File: src/sv/grid_reachability_search_assert.svh
// Assertion macros for the grid reachability search block.
// Included by the top level; no other dependencies.
`ifndef GRID_REACHABILITY_SEARCH_ASSERT_SVH
`define GRID_REACHABILITY_SEARCH_ASSERT_SVH

`ifndef SYNTHESIS
// same-cycle implication, checked out of reset
`define GRS_ASSERT_NOW(label, clk, rstn, ante, cons, msg) \
    label: assert property (@(posedge clk) disable iff (!rstn) ((ante) |-> (cons))) \
        else $error(msg);
// next-cycle implication, checked out of reset
`define GRS_ASSERT_NEXT(label, clk, rstn, ante, cons, msg) \
    label: assert property (@(posedge clk) disable iff (!rstn) ((ante) |=> (cons))) \
        else $error(msg);
`else
`define GRS_ASSERT_NOW(label, clk, rstn, ante, cons, msg)
`define GRS_ASSERT_NEXT(label, clk, rstn, ante, cons, msg)
`endif

`endif

File: src/sv/grs_pkg.sv
// Shared types and constants for the grid reachability search block.
// No dependencies; imported by the top level, the controller and the datapath.
`default_nettype none

package grs_pkg;

    localparam int GRID_ROWS_DEF = 16;
    localparam int GRID_COLS_DEF = 16;

    // input word layout
    localparam int COORD_W        = 4;
    localparam int ROW_BITS_W     = 16;
    localparam int ROW_INDEX_LSB  = 0;
    localparam int ROW_BITS_LSB   = 4;
    localparam int START_ROW_LSB  = 20;
    localparam int START_COL_LSB  = 24;
    localparam int END_ROW_LSB    = 28;
    localparam int END_COL_LSB    = 32;
    localparam int IN_DATA_W      = 40;
    localparam int OUT_DATA_W     = 8;

    localparam logic ACT_ROW_WRITE = 1'b0;
    localparam logic ACT_SEARCH    = 1'b1;

    typedef enum logic [2:0] {
        ST_IDLE,
        ST_POP,
        ST_CHECK,
        ST_NB_RD,
        ST_NB_EVAL,
        ST_DONE
    } grs_state_t;

    typedef enum logic [1:0] {
        DIR_SOUTH,
        DIR_EAST,
        DIR_NORTH,
        DIR_WEST
    } grs_dir_t;

    typedef struct packed {
        logic row_write;
        logic search_start;
        logic found_clr;
        logic found_set;
        logic stack_pop;
        logic cur_load;
        logic dir_clear;
        logic dir_next;
        logic nb_read;
        logic nb_push;
        logic result_load;
    } grs_cmd_t;

    typedef struct packed {
        logic in_search;
        logic coords_ok;
        logic stack_empty;
        logic stack_full;
        logic at_end;
        logic nb_inside;
        logic nb_free;
        logic dir_last;
        logic out_busy;
    } grs_status_t;

endpackage

`default_nettype wire

File: src/sv/grid_reachability_search.sv
// Channel  Dir  Ports                         Word contents (low bit up)
// s_       in   s_tvalid s_tready s_tdata     row_index, row_open_bits, start_row,
//               s_tuser                       start_col, end_row, end_col; tuser: action
// m_       out  m_tvalid m_tready m_tdata     reachable
//
// Row write: done in the idle state. Search: start, then pop and check per popped cell, read
// and evaluate per in-grid neighbor, read only per neighbor off the edge, and load the result.
// Reset clears the row valid bits of both maps; there is no clearing pass.
// A finished result waits in the output register; row writes go on meanwhile, and a
// second search holds its answer until that register drains.
`default_nettype none

module grid_reachability_search #(
    parameter int GRID_ROWS = grs_pkg::GRID_ROWS_DEF,
    parameter int GRID_COLS = grs_pkg::GRID_COLS_DEF
) (
    input  wire logic                            aclk,
    input  wire logic                            aresetn,
    input  wire logic                            s_tvalid,
    output logic                                 s_tready,
    // row_index[3:0], row_open_bits[19:4], start_row[23:20], start_col[27:24],
    // end_row[31:28], end_col[35:32], zero fill[39:36]
    input  wire logic [grs_pkg::IN_DATA_W-1:0]   s_tdata,
    // action[0]
    input  wire logic                            s_tuser,
    output logic                                 m_tvalid,
    input  wire logic                            m_tready,
    // reachable[0], zero fill[7:1]
    output logic      [grs_pkg::OUT_DATA_W-1:0]  m_tdata
);

    import grs_pkg::*;

    grs_cmd_t    cmd;
    grs_status_t status;

    grs_ctrl u_ctrl (
        .aclk     (aclk),
        .aresetn  (aresetn),
        .s_tvalid (s_tvalid),
        .s_tready (s_tready),
        .status   (status),
        .cmd      (cmd)
    );

    grs_datapath #(.GRID_ROWS(GRID_ROWS), .GRID_COLS(GRID_COLS)) u_datapath (
        .aclk     (aclk),
        .aresetn  (aresetn),
        .s_tdata  (s_tdata),
        .s_tuser  (s_tuser),
        .m_tready (m_tready),
        .m_tvalid (m_tvalid),
        .m_tdata  (m_tdata),
        .cmd      (cmd),
        .status   (status)
    );

`include "grid_reachability_search_assert.svh"

    `GRS_ASSERT_NOW(a_pop_nonempty, aclk, aresetn, cmd.stack_pop, !status.stack_empty, "empty pop")
    `GRS_ASSERT_NOW(a_push_room, aclk, aresetn, cmd.nb_push, !status.stack_full, "full push")
    `GRS_ASSERT_NOW(a_result_free, aclk, aresetn, cmd.result_load, !status.out_busy, "lost word")
    `GRS_ASSERT_NEXT(a_start_seeds, aclk, aresetn, cmd.search_start, !status.stack_empty, "no seed")

endmodule

`default_nettype wire

File: src/sv/grs_ram.sv
// Generic single-clock RAM: one write port, one read port, registered read.
// No dependencies.
`default_nettype none

module grs_ram #(
    parameter int WIDTH = 8,
    parameter int DEPTH = 16,
    localparam int AW = (DEPTH > 1) ? $clog2(DEPTH) : 1
) (
    input  wire logic             aclk,
    input  wire logic             we,
    input  wire logic [AW-1:0]    waddr,
    input  wire logic [WIDTH-1:0] wdata,
    input  wire logic             re,
    input  wire logic [AW-1:0]    raddr,
    output logic      [WIDTH-1:0] rdata
);

    logic [WIDTH-1:0] mem_reg [DEPTH];

    always_ff @(posedge aclk) begin
        if (we) begin
            mem_reg[waddr] <= wdata;
        end
        if (re) begin
            rdata <= mem_reg[raddr];
        end
    end

endmodule

`default_nettype wire

File: src/sv/grs_ctrl.sv
// Search sequencer: pops cells, walks the four neighbours, issues datapath commands.
// Depends on grs_pkg.
`default_nettype none

module grs_ctrl (
    input  wire logic                 aclk,
    input  wire logic                 aresetn,
    input  wire logic                 s_tvalid,
    output logic                      s_tready,
    input  wire grs_pkg::grs_status_t status,
    output grs_pkg::grs_cmd_t         cmd
);

    import grs_pkg::*;

    grs_state_t state_reg, state_next;

    always_ff @(posedge aclk) begin
        if (!aresetn) begin
            state_reg <= ST_IDLE;
        end else begin
            state_reg <= state_next;
        end
    end

    assign s_tready = (state_reg == ST_IDLE);

    always_comb begin
        state_next = state_reg;
        case (state_reg)
            ST_IDLE: begin
                if (s_tvalid && status.in_search) begin
                    state_next = status.coords_ok ? ST_POP : ST_DONE;
                end
            end
            ST_POP: begin
                state_next = status.stack_empty ? ST_DONE : ST_CHECK;
            end
            ST_CHECK: begin
                state_next = status.at_end ? ST_DONE : ST_NB_RD;
            end
            ST_NB_RD: begin
                if (status.nb_inside) begin
                    state_next = ST_NB_EVAL;
                end else if (status.dir_last) begin
                    state_next = ST_POP;
                end
            end
            ST_NB_EVAL: begin
                state_next = status.dir_last ? ST_POP : ST_NB_RD;
            end
            ST_DONE: begin
                if (!status.out_busy) begin
                    state_next = ST_IDLE;
                end
            end
            default: state_next = ST_IDLE;
        endcase
    end

    always_comb begin
        cmd = '0;
        case (state_reg)
            ST_IDLE: begin
                if (s_tvalid) begin
                    if (!status.in_search) begin
                        cmd.row_write = 1'b1;
                    end else begin
                        cmd.found_clr    = 1'b1;
                        cmd.search_start = status.coords_ok;
                    end
                end
            end
            ST_POP: begin
                cmd.stack_pop = !status.stack_empty;
            end
            ST_CHECK: begin
                cmd.cur_load  = 1'b1;
                cmd.dir_clear = 1'b1;
                cmd.found_set = status.at_end;
            end
            ST_NB_RD: begin
                cmd.nb_read  = status.nb_inside;
                cmd.dir_next = !status.nb_inside && !status.dir_last;
            end
            ST_NB_EVAL: begin
                cmd.nb_push  = status.nb_free;
                cmd.dir_next = !status.dir_last;
            end
            ST_DONE: begin
                cmd.result_load = !status.out_busy;
            end
            default: cmd = '0;
        endcase
    end

endmodule

`default_nettype wire

File: src/sv/grs_datapath.sv
// Search datapath: open and visited row maps, cell stack, neighbor step, result register.
// Depends on grs_pkg and grs_ram.
`default_nettype none

module grs_datapath #(
    parameter int GRID_ROWS = grs_pkg::GRID_ROWS_DEF,
    parameter int GRID_COLS = grs_pkg::GRID_COLS_DEF
) (
    input  wire logic                            aclk,
    input  wire logic                            aresetn,
    input  wire logic [grs_pkg::IN_DATA_W-1:0]   s_tdata,
    input  wire logic                            s_tuser,
    input  wire logic                            m_tready,
    output logic                                 m_tvalid,
    output logic      [grs_pkg::OUT_DATA_W-1:0]  m_tdata,
    input  wire grs_pkg::grs_cmd_t               cmd,
    output grs_pkg::grs_status_t                 status
);

    import grs_pkg::*;

    localparam int RW    = $clog2(GRID_ROWS);
    localparam int CW    = $clog2(GRID_COLS);
    localparam int CELLS = GRID_ROWS * GRID_COLS;
    localparam int SAW   = $clog2(CELLS);
    localparam int CNTW  = $clog2(CELLS + 1);
    localparam int EW    = RW + CW;

    // input fields
    logic [COORD_W-1:0]    f_row_index, f_start_row, f_start_col, f_end_row, f_end_col;
    logic [ROW_BITS_W-1:0] f_row_bits;

    assign f_row_index = s_tdata[ROW_INDEX_LSB +: COORD_W];
    assign f_row_bits  = s_tdata[ROW_BITS_LSB +: ROW_BITS_W];
    assign f_start_row = s_tdata[START_ROW_LSB +: COORD_W];
    assign f_start_col = s_tdata[START_COL_LSB +: COORD_W];
    assign f_end_row   = s_tdata[END_ROW_LSB +: COORD_W];
    assign f_end_col   = s_tdata[END_COL_LSB +: COORD_W];

    logic          ri_ok;
    logic [RW-1:0] sr, er;
    logic [CW-1:0] sc, ec;

    assign ri_ok = (32'(f_row_index) < GRID_ROWS);
    assign sr    = RW'(f_start_row);
    assign sc    = CW'(f_start_col);
    assign er    = RW'(f_end_row);
    assign ec    = CW'(f_end_col);

    // registers
    logic [RW-1:0]        end_row_reg, cur_row_reg;
    logic [CW-1:0]        end_col_reg, cur_col_reg;
    grs_dir_t             dir_reg;
    logic [CNTW-1:0]      count_reg;
    logic                 found_reg;
    logic                 m_valid_reg;
    logic                 reach_reg;
    logic [GRID_ROWS-1:0] open_valid_reg;
    logic [GRID_ROWS-1:0] vis_valid_reg;

    // neighbor of the current cell in the current direction
    logic          nb_inside;
    logic [RW-1:0] nb_row;
    logic [CW-1:0] nb_col;
    logic [RW:0]   row_up;
    logic [CW:0]   col_up;

    assign row_up = {1'b0, cur_row_reg} + (RW+1)'(1);
    assign col_up = {1'b0, cur_col_reg} + (CW+1)'(1);

    always_comb begin
        nb_row    = cur_row_reg;
        nb_col    = cur_col_reg;
        nb_inside = 1'b0;
        case (dir_reg)
            DIR_SOUTH: begin
                nb_row    = row_up[RW-1:0];
                nb_inside = (row_up < (RW+1)'(GRID_ROWS));
            end
            DIR_EAST: begin
                nb_col    = col_up[CW-1:0];
                nb_inside = (col_up < (CW+1)'(GRID_COLS));
            end
            DIR_NORTH: begin
                nb_row    = cur_row_reg - RW'(1);
                nb_inside = (cur_row_reg != '0);
            end
            DIR_WEST: begin
                nb_col    = cur_col_reg - CW'(1);
                nb_inside = (cur_col_reg != '0);
            end
            default: nb_inside = 1'b0;
        endcase
    end

    // memories
    logic [GRID_COLS-1:0] open_rdata, vis_rdata, vis_wdata, vis_old;
    logic [RW-1:0]        vis_waddr;
    logic                 vis_we;
    logic [EW-1:0]        stack_rdata, stack_wdata;
    logic [SAW-1:0]       stack_waddr, stack_raddr;
    logic [CNTW-1:0]      pop_index;
    logic                 stack_we;

    grs_ram #(.WIDTH(GRID_COLS), .DEPTH(GRID_ROWS)) u_open_ram (
        .aclk  (aclk),
        .we    (cmd.row_write && ri_ok),
        .waddr (RW'(f_row_index)),
        .wdata (GRID_COLS'(f_row_bits)),
        .re    (cmd.nb_read),
        .raddr (nb_row),
        .rdata (open_rdata)
    );

    // a row whose valid bit is clear reads as all unvisited
    assign vis_old   = vis_valid_reg[nb_row] ? vis_rdata : '0;
    assign vis_we    = cmd.search_start || cmd.nb_push;
    assign vis_waddr = cmd.search_start ? sr : nb_row;
    assign vis_wdata = cmd.search_start ? (GRID_COLS'(1) << sc)
                                        : (vis_old | (GRID_COLS'(1) << nb_col));

    grs_ram #(.WIDTH(GRID_COLS), .DEPTH(GRID_ROWS)) u_vis_ram (
        .aclk  (aclk),
        .we    (vis_we),
        .waddr (vis_waddr),
        .wdata (vis_wdata),
        .re    (cmd.nb_read),
        .raddr (nb_row),
        .rdata (vis_rdata)
    );

    assign pop_index   = count_reg - CNTW'(1);
    assign stack_raddr = pop_index[SAW-1:0];
    assign stack_we    = cmd.search_start || cmd.nb_push;
    assign stack_waddr = cmd.search_start ? '0 : count_reg[SAW-1:0];
    assign stack_wdata = cmd.search_start ? {sr, sc} : {nb_row, nb_col};

    grs_ram #(.WIDTH(EW), .DEPTH(CELLS)) u_stack_ram (
        .aclk  (aclk),
        .we    (stack_we),
        .waddr (stack_waddr),
        .wdata (stack_wdata),
        .re    (cmd.stack_pop),
        .raddr (stack_raddr),
        .rdata (stack_rdata)
    );

    always_ff @(posedge aclk) begin
        if (!aresetn) begin
            dir_reg        <= DIR_SOUTH;
            count_reg      <= '0;
            found_reg      <= 1'b0;
            m_valid_reg    <= 1'b0;
            open_valid_reg <= '0;
            vis_valid_reg  <= '0;
        end else begin
            if (cmd.row_write && ri_ok) begin
                open_valid_reg[RW'(f_row_index)] <= 1'b1;
            end
            if (cmd.search_start) begin
                vis_valid_reg <= GRID_ROWS'(1) << sr;
                count_reg     <= CNTW'(1);
            end else if (cmd.nb_push) begin
                vis_valid_reg[nb_row] <= 1'b1;
                count_reg             <= count_reg + CNTW'(1);
            end else if (cmd.stack_pop) begin
                count_reg <= pop_index;
            end
            if (cmd.dir_clear) begin
                dir_reg <= DIR_SOUTH;
            end else if (cmd.dir_next) begin
                dir_reg <= grs_dir_t'(dir_reg + 2'd1);
            end
            if (cmd.found_clr) begin
                found_reg <= 1'b0;
            end else if (cmd.found_set) begin
                found_reg <= 1'b1;
            end
            if (cmd.result_load) begin
                m_valid_reg <= 1'b1;
            end else if (m_tready) begin
                m_valid_reg <= 1'b0;
            end
        end
    end

    // payload registers
    always_ff @(posedge aclk) begin
        if (cmd.search_start) begin
            end_row_reg <= er;
            end_col_reg <= ec;
        end
        if (cmd.cur_load) begin
            cur_row_reg <= stack_rdata[EW-1:CW];
            cur_col_reg <= stack_rdata[CW-1:0];
        end
        if (cmd.result_load) begin
            reach_reg <= found_reg;
        end
    end

    assign m_tvalid = m_valid_reg;
    assign m_tdata  = {{(OUT_DATA_W-1){1'b0}}, reach_reg};

    always_comb begin
        status             = '0;
        status.in_search   = (s_tuser == ACT_SEARCH);
        status.coords_ok   = (32'(f_start_row) < GRID_ROWS) && (32'(f_start_col) < GRID_COLS)
                          && (32'(f_end_row) < GRID_ROWS) && (32'(f_end_col) < GRID_COLS);
        status.stack_empty = (count_reg == '0);
        status.stack_full  = (count_reg == CNTW'(CELLS));
        status.at_end      = (stack_rdata == {end_row_reg, end_col_reg});
        status.nb_inside   = nb_inside;
        status.nb_free     = open_valid_reg[nb_row] && open_rdata[nb_col]
                          && !(vis_old[nb_col]) && (count_reg != CNTW'(CELLS));
        status.dir_last    = (dir_reg == DIR_WEST);
        status.out_busy    = m_valid_reg && !m_tready;
    end

endmodule

`default_nettype wire

File: config.mk
export PLATFORM = sky130hd
export DESIGN_NAME = grid_reachability_search
export DESIGN_NICKNAME = d
export VERILOG_FILES = /design/src/sv/grs_pkg.sv /design/src/sv/grid_reachability_search.sv /design/src/sv/grs_ram.sv /design/src/sv/grs_ctrl.sv /design/src/sv/grs_datapath.sv
export VERILOG_INCLUDE_DIRS = /design/src /design/src/sv
export SDC_FILE = /design/constraint.sdc
export NUM_CORES = 2
export LEC_CHECK = 0
export BUFFER_PORTS_ARGS = -buffer_cell sky130_fd_sc_hd__buf_2
export CAP_MARGIN = 20
export CORE_ASPECT_RATIO = 0.9
export CORE_UTILIZATION = 45
export CTS_CLUSTER_DIAMETER = 30
export DETAILED_ROUTE_END_ITERATION = 12
export PLACE_DENSITY_LB_ADDON = 0.2
export SETUP_SLACK_MARGIN = 0.1
export SKIP_LAST_GASP = 1
export SLEW_MARGIN = 20
export SYNTH_ARGS = -nofsm -noshare
export SYNTH_HDL_FRONTEND = slang
export SYNTH_SLANG_ARGS = --single-unit
File: constraint.sdc
create_clock -name aclk -period 15.2 [get_ports aclk]
set_input_delay 1.52 -clock aclk [delete_from_list [all_inputs] [get_ports aclk]]
set_output_delay 1.52 -clock aclk [all_outputs]
set_load 0.02 [all_outputs]
* Word level (Yosys, flattened, before mapping)
Memory sizes are Yosys's and may differ from the RTL's. A register that Yosys moved wholly into a read port is not among the register bits.
Index checks and enable logic that the tools add are counted.
** Storage, ports and cells
- Memories kept :: 3
- Memory bits (writable) :: 2560
- Register bits after elaboration :: 65
- Output and inout bits :: 10
** Memory list
- u_datapath.u_stack_ram.mem_reg :: depth 256, width 8, read ports 1, clocked after memory_dff 1, write ports 1, RTL line grs_ram.sv:19 : logic [WIDTH-1:0] mem_reg [DEPTH];
- u_datapath.u_open_ram.mem_reg :: depth 16, width 16, read ports 1, clocked after memory_dff 1, write ports 1, RTL line grs_ram.sv:19
- u_datapath.u_vis_ram.mem_reg :: depth 16, width 16, read ports 1, clocked after memory_dff 1, write ports 1, RTL line grs_ram.sv:19
** Operators by class
- Equal/unequal tests :: 13
- Shifts and indexed selects :: 3
- Add/sub/neg operators :: 7
- Bitwise logic cells :: 4
- Mux-type cells :: 50
- Reductions and logical operators :: 28
- Magnitude comparators :: 7
** Operator list (number)
- 16-bit 2-to-1 mux :: 4
- 16-bit OR :: 3
- 1-bit by 4-bit << shifter with 16-bit output, first input constant :: 3
- 3-bit 2-to-1 mux :: 8
- 1-bit 2-to-1 mux :: 19
- 9-bit 2-to-1 mux :: 2
- 3-bit one-hot mux with 6 select lines :: 1
- 1-bit binary-select mux with 4-bit select :: 4
- 8-bit 2-to-1 mux :: 2
- 4-bit one-hot mux with 2 select lines :: 2
- 4-bit by 5-bit < comparator with 1-bit output, second input constant :: 3
- 4-bit by 1-bit adder with 5-bit output, second input constant :: 2
- 5-bit < comparator, second input constant :: 2
- 9-bit by 1-bit adder with 9-bit output, second input constant :: 1
- 9-bit logical NOT :: 1
- 9-bit inequality test, second input constant :: 1
- 9-bit by 1-bit subtractor with 9-bit output, second input constant :: 1
- 1-bit demux with 4-bit select :: 2
- 8-bit equality test :: 1
- 4-bit by 1-bit >= comparator with 1-bit output, second input constant :: 2
- 1-bit logical AND :: 8
- 4-bit nonzero test :: 2
- 4-bit by 1-bit subtractor with 4-bit output, second input constant :: 2
- 3-bit by 2-bit equality test with 1-bit output, second input constant :: 2
- other kinds (21) :: 34

* Depth between registers and ports, before layout
- Depth in word-level cells :: 14
- Mapped depth :: 17

* Hierarchy
A second synthesis with hierarchy kept.
** Second synthesis, totals
- Cells, all modules :: 5290
- Area, all modules :: 105351.0 µm²
** By module, submodules not included
- grs_ram at u_datapath.u_stack_ram :: area each 79636.4 µm², instances 1, cells each 3733
- grs_ram at u_datapath.u_vis_ram :: area each 10203.5 µm², instances 1, cells each 432
- grs_ram at u_datapath.u_open_ram :: area each 10202.3 µm², instances 1, cells each 432
- grs_datapath :: area each 4964.8 µm², instances 1, cells each 650
- grs_ctrl :: area each 344.1 µm², instances 1, cells each 43

* Least setup slack after synthesis
No wires, ideal clock.
- Path type :: input -> register
- Start :: in s_tuser
- End :: mem u_datapath.u_vis_ram.mem_reg[13][0] in the netlist's numbering, enable pin
- Stages on the path :: 6
- Required time :: 14807 ps
- Arrival :: 14519 ps
- Setup slack :: 288 ps
- Cell sequence :: nand3_1 > inv_1 > clkbuf_1 > o21ai_0 > nand2_1 > nor2_1
** Between the ends
- Word-level cells in the longest chain between the ends :: 6
- Elaborated cells between the ends (all ways) :: 7
- Classes of those cells :: mux (6); reduce/logical (1)
** Ends and longest elaborated chain
- from (decl) :: RTL line grid_reachability_search.sv:25 : input wire logic s_tuser,
- 2-bit 2-to-1 mux (*) :: RTL line grs_ctrl.sv:66 : if (!status.in_search) begin
- 3-bit 2-to-1 mux (*) :: RTL line grs_ctrl.sv:65 : if (s_tvalid) begin
- 3-bit 2-to-1 mux (*) :: RTL line grs_ctrl.sv:63 : case (state_reg)
- 1-bit logical OR :: RTL line grs_datapath.sv:117 : assign vis_we = cmd.search_start || cmd.nb_push;
- 1-bit 2-to-1 mux :: RTL line grs_ram.sv:22 : if (we) begin
- 1-bit 2-to-1 mux (implied by the code) :: RTL line grs_ram.sv:23 : mem_reg[waddr] <= wdata;
- to (decl) :: RTL line grs_ram.sv:19
Every way passes the cells marked *; elsewhere a longest branch is shown, timed or not.

* Worst setup path after layout
- Start :: reg u_datapath.dir_reg[0]
- End :: mem u_datapath.u_stack_ram.mem_reg[162][6], in the netlist u_datapath.u_stack_ram.mem_reg[81][6], enable pin
** Between the ends
- Word-level cells in the longest chain between the ends :: 14
- Elaborated cells between the ends (all ways) :: 23
- Classes of those cells :: eq/ne (3); mux (14); reduce/logical (6)
** Ends and longest elaborated chain
- from (decl) :: RTL line grs_datapath.sv:53 : grs_dir_t dir_reg;
- from (signal assigned) :: RTL line grs_datapath.sv:172 : dir_reg <= grs_dir_t'(dir_reg + 2'd1);
- 2-bit equality test / 2-bit logical NOT (equally long branches) :: RTL line grs_datapath.sv:75 : case (dir_reg)
- 4-bit one-hot mux with 2 select lines :: RTL line grs_datapath.sv:75
- 1-bit binary-select mux with 4-bit select :: RTL line grs_datapath.sv:116 : assign vis_old = vis_valid_reg[nb_row] ? vis_rdata : '0;
- 1-bit 2-to-1 mux (implied by the code) :: RTL line grs_datapath.sv:116
- 16-bit 2-to-1 mux :: RTL line grs_datapath.sv:116
- 1-bit binary-select mux with 4-bit select :: RTL line grs_datapath.sv:215 : && !(vis_old[nb_col]) && (count_reg != CNTW'(CELLS));
- 1-bit 2-to-1 mux (implied by the code) :: RTL line grs_datapath.sv:215
- 1-bit logical NOT :: RTL line grs_datapath.sv:215
- 1-bit logical AND (*) (2 in a row) :: RTL line grs_datapath.sv:215
- 1-bit 2-to-1 mux (*) :: RTL line grs_ctrl.sv:63
- 1-bit logical OR (*) :: RTL line grs_datapath.sv:134 : assign stack_we = cmd.search_start || cmd.nb_push;
- 1-bit 2-to-1 mux (*) :: RTL line grs_ram.sv:22
- 1-bit 2-to-1 mux (implied by the code) (*) :: RTL line grs_ram.sv:23
- to (decl) :: RTL line grs_ram.sv:19
Every way passes the cells marked *; elsewhere a longest branch is shown, timed or not. The select of a mux whose other input is x is not followed.

==> results.md <==
- Clock Tree Buf Depth: 4
- Worst Skew: 0.05388 ns
- Multi-input logic area: 24070 um^2
- Chip Height: 459.3 um
- WL met1: 111.4 mm
- GRT Total Usage: 21.93%
- Vias: 50950
- Synthesis-stage register bit count: 2665
- Most frequent cell after synthesis: edfxtp_1
- Power per cell area: 234.0 nW/um^2
- Maximum clock frequency: 142.9 MHz
- Non-Filler Instances: 8569
- Largest register FFs: 2048
- Top_reg_cell synth: edfxtp_1
- Core box area: 230500 um^2
- Arrival @ worst endpoint: 7.51 ns
- Worst path max stage delay: 1.02 ns
- Area after DPL: 108600 um^2
- Cell variety after synth: 77
- Synthesized cell area: 104600 um^2
- Clock sink count: 2665
- Yosys top cell by area: edfxtp_1
- Max cap viols: 0
- Fin. max-slew vios: 0
- Synth-to-layout area growth: 19.49%
- DRC: 0
- RSZ-0062 raised after global routing: false
- Seq/Total Area, Yosys: 76.07%
- Tmin final: 6.996 ns
- FF/Latch Area: 79550 um^2
- Wirelength, routed: 255.9 mm
- Post-synth EDFFs: 2617
- CTS H-tree lvls: 5
- First-pass GRT wire length: 369.5 mm
- Final hold vios: 0
- Row cnt: 167
- Max layer used: met5
- Max_slew headroom: 20.06%
- WS Path Type: register to register
- DR WL met3: 19.87 mm
- Vias in the first global route: 51870
- Final TNS setup: 0 ns
- Post-route ant nets: 0
- CP Data Required Time: 15.71 ns
- Post_cts resized: 0
- Top Ports: 55
- NumNets Final: 5174
- Drt pass-1 iters: 6
- Finished Cell Area: 124900 um^2
- Die area: 234300 um^2
- Routed wl met2: 119.1 mm
- Initial Utilization: 45.37%
- Commonest cells in the netlist: edfxtp_1 (2617), mux4_2 (810), nor2_1 (333)
- Number of CTS-inserted buffers: 477
- Peak VDD IR: 0.4111 mV
- Layout fillers: 17380
- Asr flop ratio synth: 0%
- Crit path max fanout: 57
- Type of the worst min-delay path: register to register
- Post-synth top area share: 75.16%
- Initial antenna violation count: 17
- DR iter-0 viols: 5640
- Die width: 510.1 um
- Pleak: 39.10 nW
- Tcrit/Tclk final: 46.02%
- Status: completed
- Clk_lat worst skew: 0.92 ns
- Worst Tran Pin Value: 1.190 ns
- Wire length per cell: 29.86 um
- Clk slew on worst S/H paths: 0.05 ns
- Total global routing overflow: 0
- Synth top area cells: edfxtp_1 (75%), mux4_2 (17%), nor2_1 (1.2%)
- Startpoint types: register
- # hold bufs at CTS: 0
- Final setup vio count: 0
- Largest net degree at the start of global routing: 197
- Yosys warns: 0
- Worst path top cell family by delay: compound AO/OA/AOI/OAI gates
- Root Buffer: clkbuf_16
- Placed insts: 7680
- Layout cells sized above 1: 33.12%
- Crit path cell chain: inv_1, ha_1, nor4b_4, mux2i_2, o2111ai_4, buf_4, o211ai_1, o311ai_0, o2111ai_2, o31ai_4, nand3_2, nor2_1
- Worst setup EP type: register
- CP Buf/Inv Count: 2
- Post-DP HPWL: 145.6 mm
- CTS tree: done
- I/O Buffers: 43
- Avg Cell Area, Syn: 21.93 um^2
- Synthesized instance count: 4769
- Routability cong.: 0.8112
- CP max-delay cell: nor2_1
- Total setup buffers inserted after CTS: 0
- Drt via density: 5.946
[worst reg2reg max path, cell delays in order (launching register included)]
cell       delay, ns
dfxtp_1         0.46
inv_1           0.20
ha_1            0.39
nor4b_4         0.28
mux2i_2         0.12
o2111ai_4       0.76
buf_4           0.83
o211ai_1        0.18
o311ai_0        0.31
o2111ai_2       0.42
o31ai_4         0.70
nand3_2         0.91
nor2_1          1.04
[through the flow]
step | setup WS [ns] | hold slack [ns] | power, mW | util (%)
final | 8.204 | 0.4664 | 29.24 | 54.21
after global routing | 7.931 | 0.4945 | 30.09 | 54.21
after CTS | 8.144 | 0.4647 | 29.43 | 54.18
after detailed placement | 8.184 | 0.4536 | 18.82 | 47.13
after global placement | 8.189 | 0.4447 | 18.72 | 47.13
after floorplan | 0.2881 | 0.4090 | 15.39 | -
[cell type report]
class                           count  share of cell area [%]
Clock inverter                    356                   3.204
Tap cell                         3042                   3.046
Timing Repair Buffer              161                  0.9434
Clock buffer                      528                   9.790
Antenna cell                        4                0.008012
Sequential cell                  2665                   63.67
Multi-Input combinational cell   1793                   19.27
Inverter                           20                 0.07210
[path summary, 6_finish.rpt]
kind | startpoint | endpoint | slack [ns] | cells after the start
worst max-delay path | u_datapath.dir_reg[0]$_SDFFE_PP0P_ | u_datapath.u_stack_ram.mem_reg[81][6]$_DFFE_PP_ | 8.20 | 12
worst min-delay path | u_datapath.open_valid_reg[5]$_SDFFE_PN0P_ | u_datapath.open_valid_reg[5]$_SDFFE_PN0P_ | 0.47 | 1
worst max register to register | u_datapath.dir_reg[0]$_SDFFE_PP0P_ | u_datapath.u_stack_ram.mem_reg[81][6]$_DFFE_PP_ | 8.20 | 12
worst min register to register | u_datapath.open_valid_reg[5]$_SDFFE_PN0P_ | u_datapath.open_valid_reg[5]$_SDFFE_PN0P_ | 0.47 | 1
[layer usage]
layer | up-vias | global-route usage, %
li1 | 20980 | -
met1 | 27540 | 32.54
met2 | 2022 | 33.05
met3 | 410 | 4.699
met4 | 6 | 5.752
met5 | - | 0
[cell families (layout without fill, tap and decap cells)]
group           after synthesis  count (layout)  synth area share (%)
xor+xnor                     24              24                0.2082
mux                         841             841                 17.78
flops                      2665            2665                 76.07
simple gates                687             687                 2.952
buf+inv                     317            1065                 1.261
compound gates              223             223                 1.588
other cells                   1              11              0.003586
fa+ha+maj                    11              11                0.1316
[placed cells by master (no fill, tap or decap), types with 42 or more instances in the layout]
cell type and count:
nand2_1 147, edfxtp_1 2617, bufinv_16 69, buf_4 111
clkinv_2 94, nor2_1 304, buf_2 43, dfxtp_1 47
clkbuf_16 480, nand3_1 42, mux4_2 810, clkinvlp_4 47
clkinv_1 66, clkbuf_1 44
[where the power goes]
group	total (mW)	internal (mW)	switching, mW	leakage [nW]
Sequential	9.30	9.19	0.109	24.0
Combinational	9.33	3.61	5.72	7.28
Clock	10.6	6.96	3.64	7.86
(Power assumes the default switching activity.)
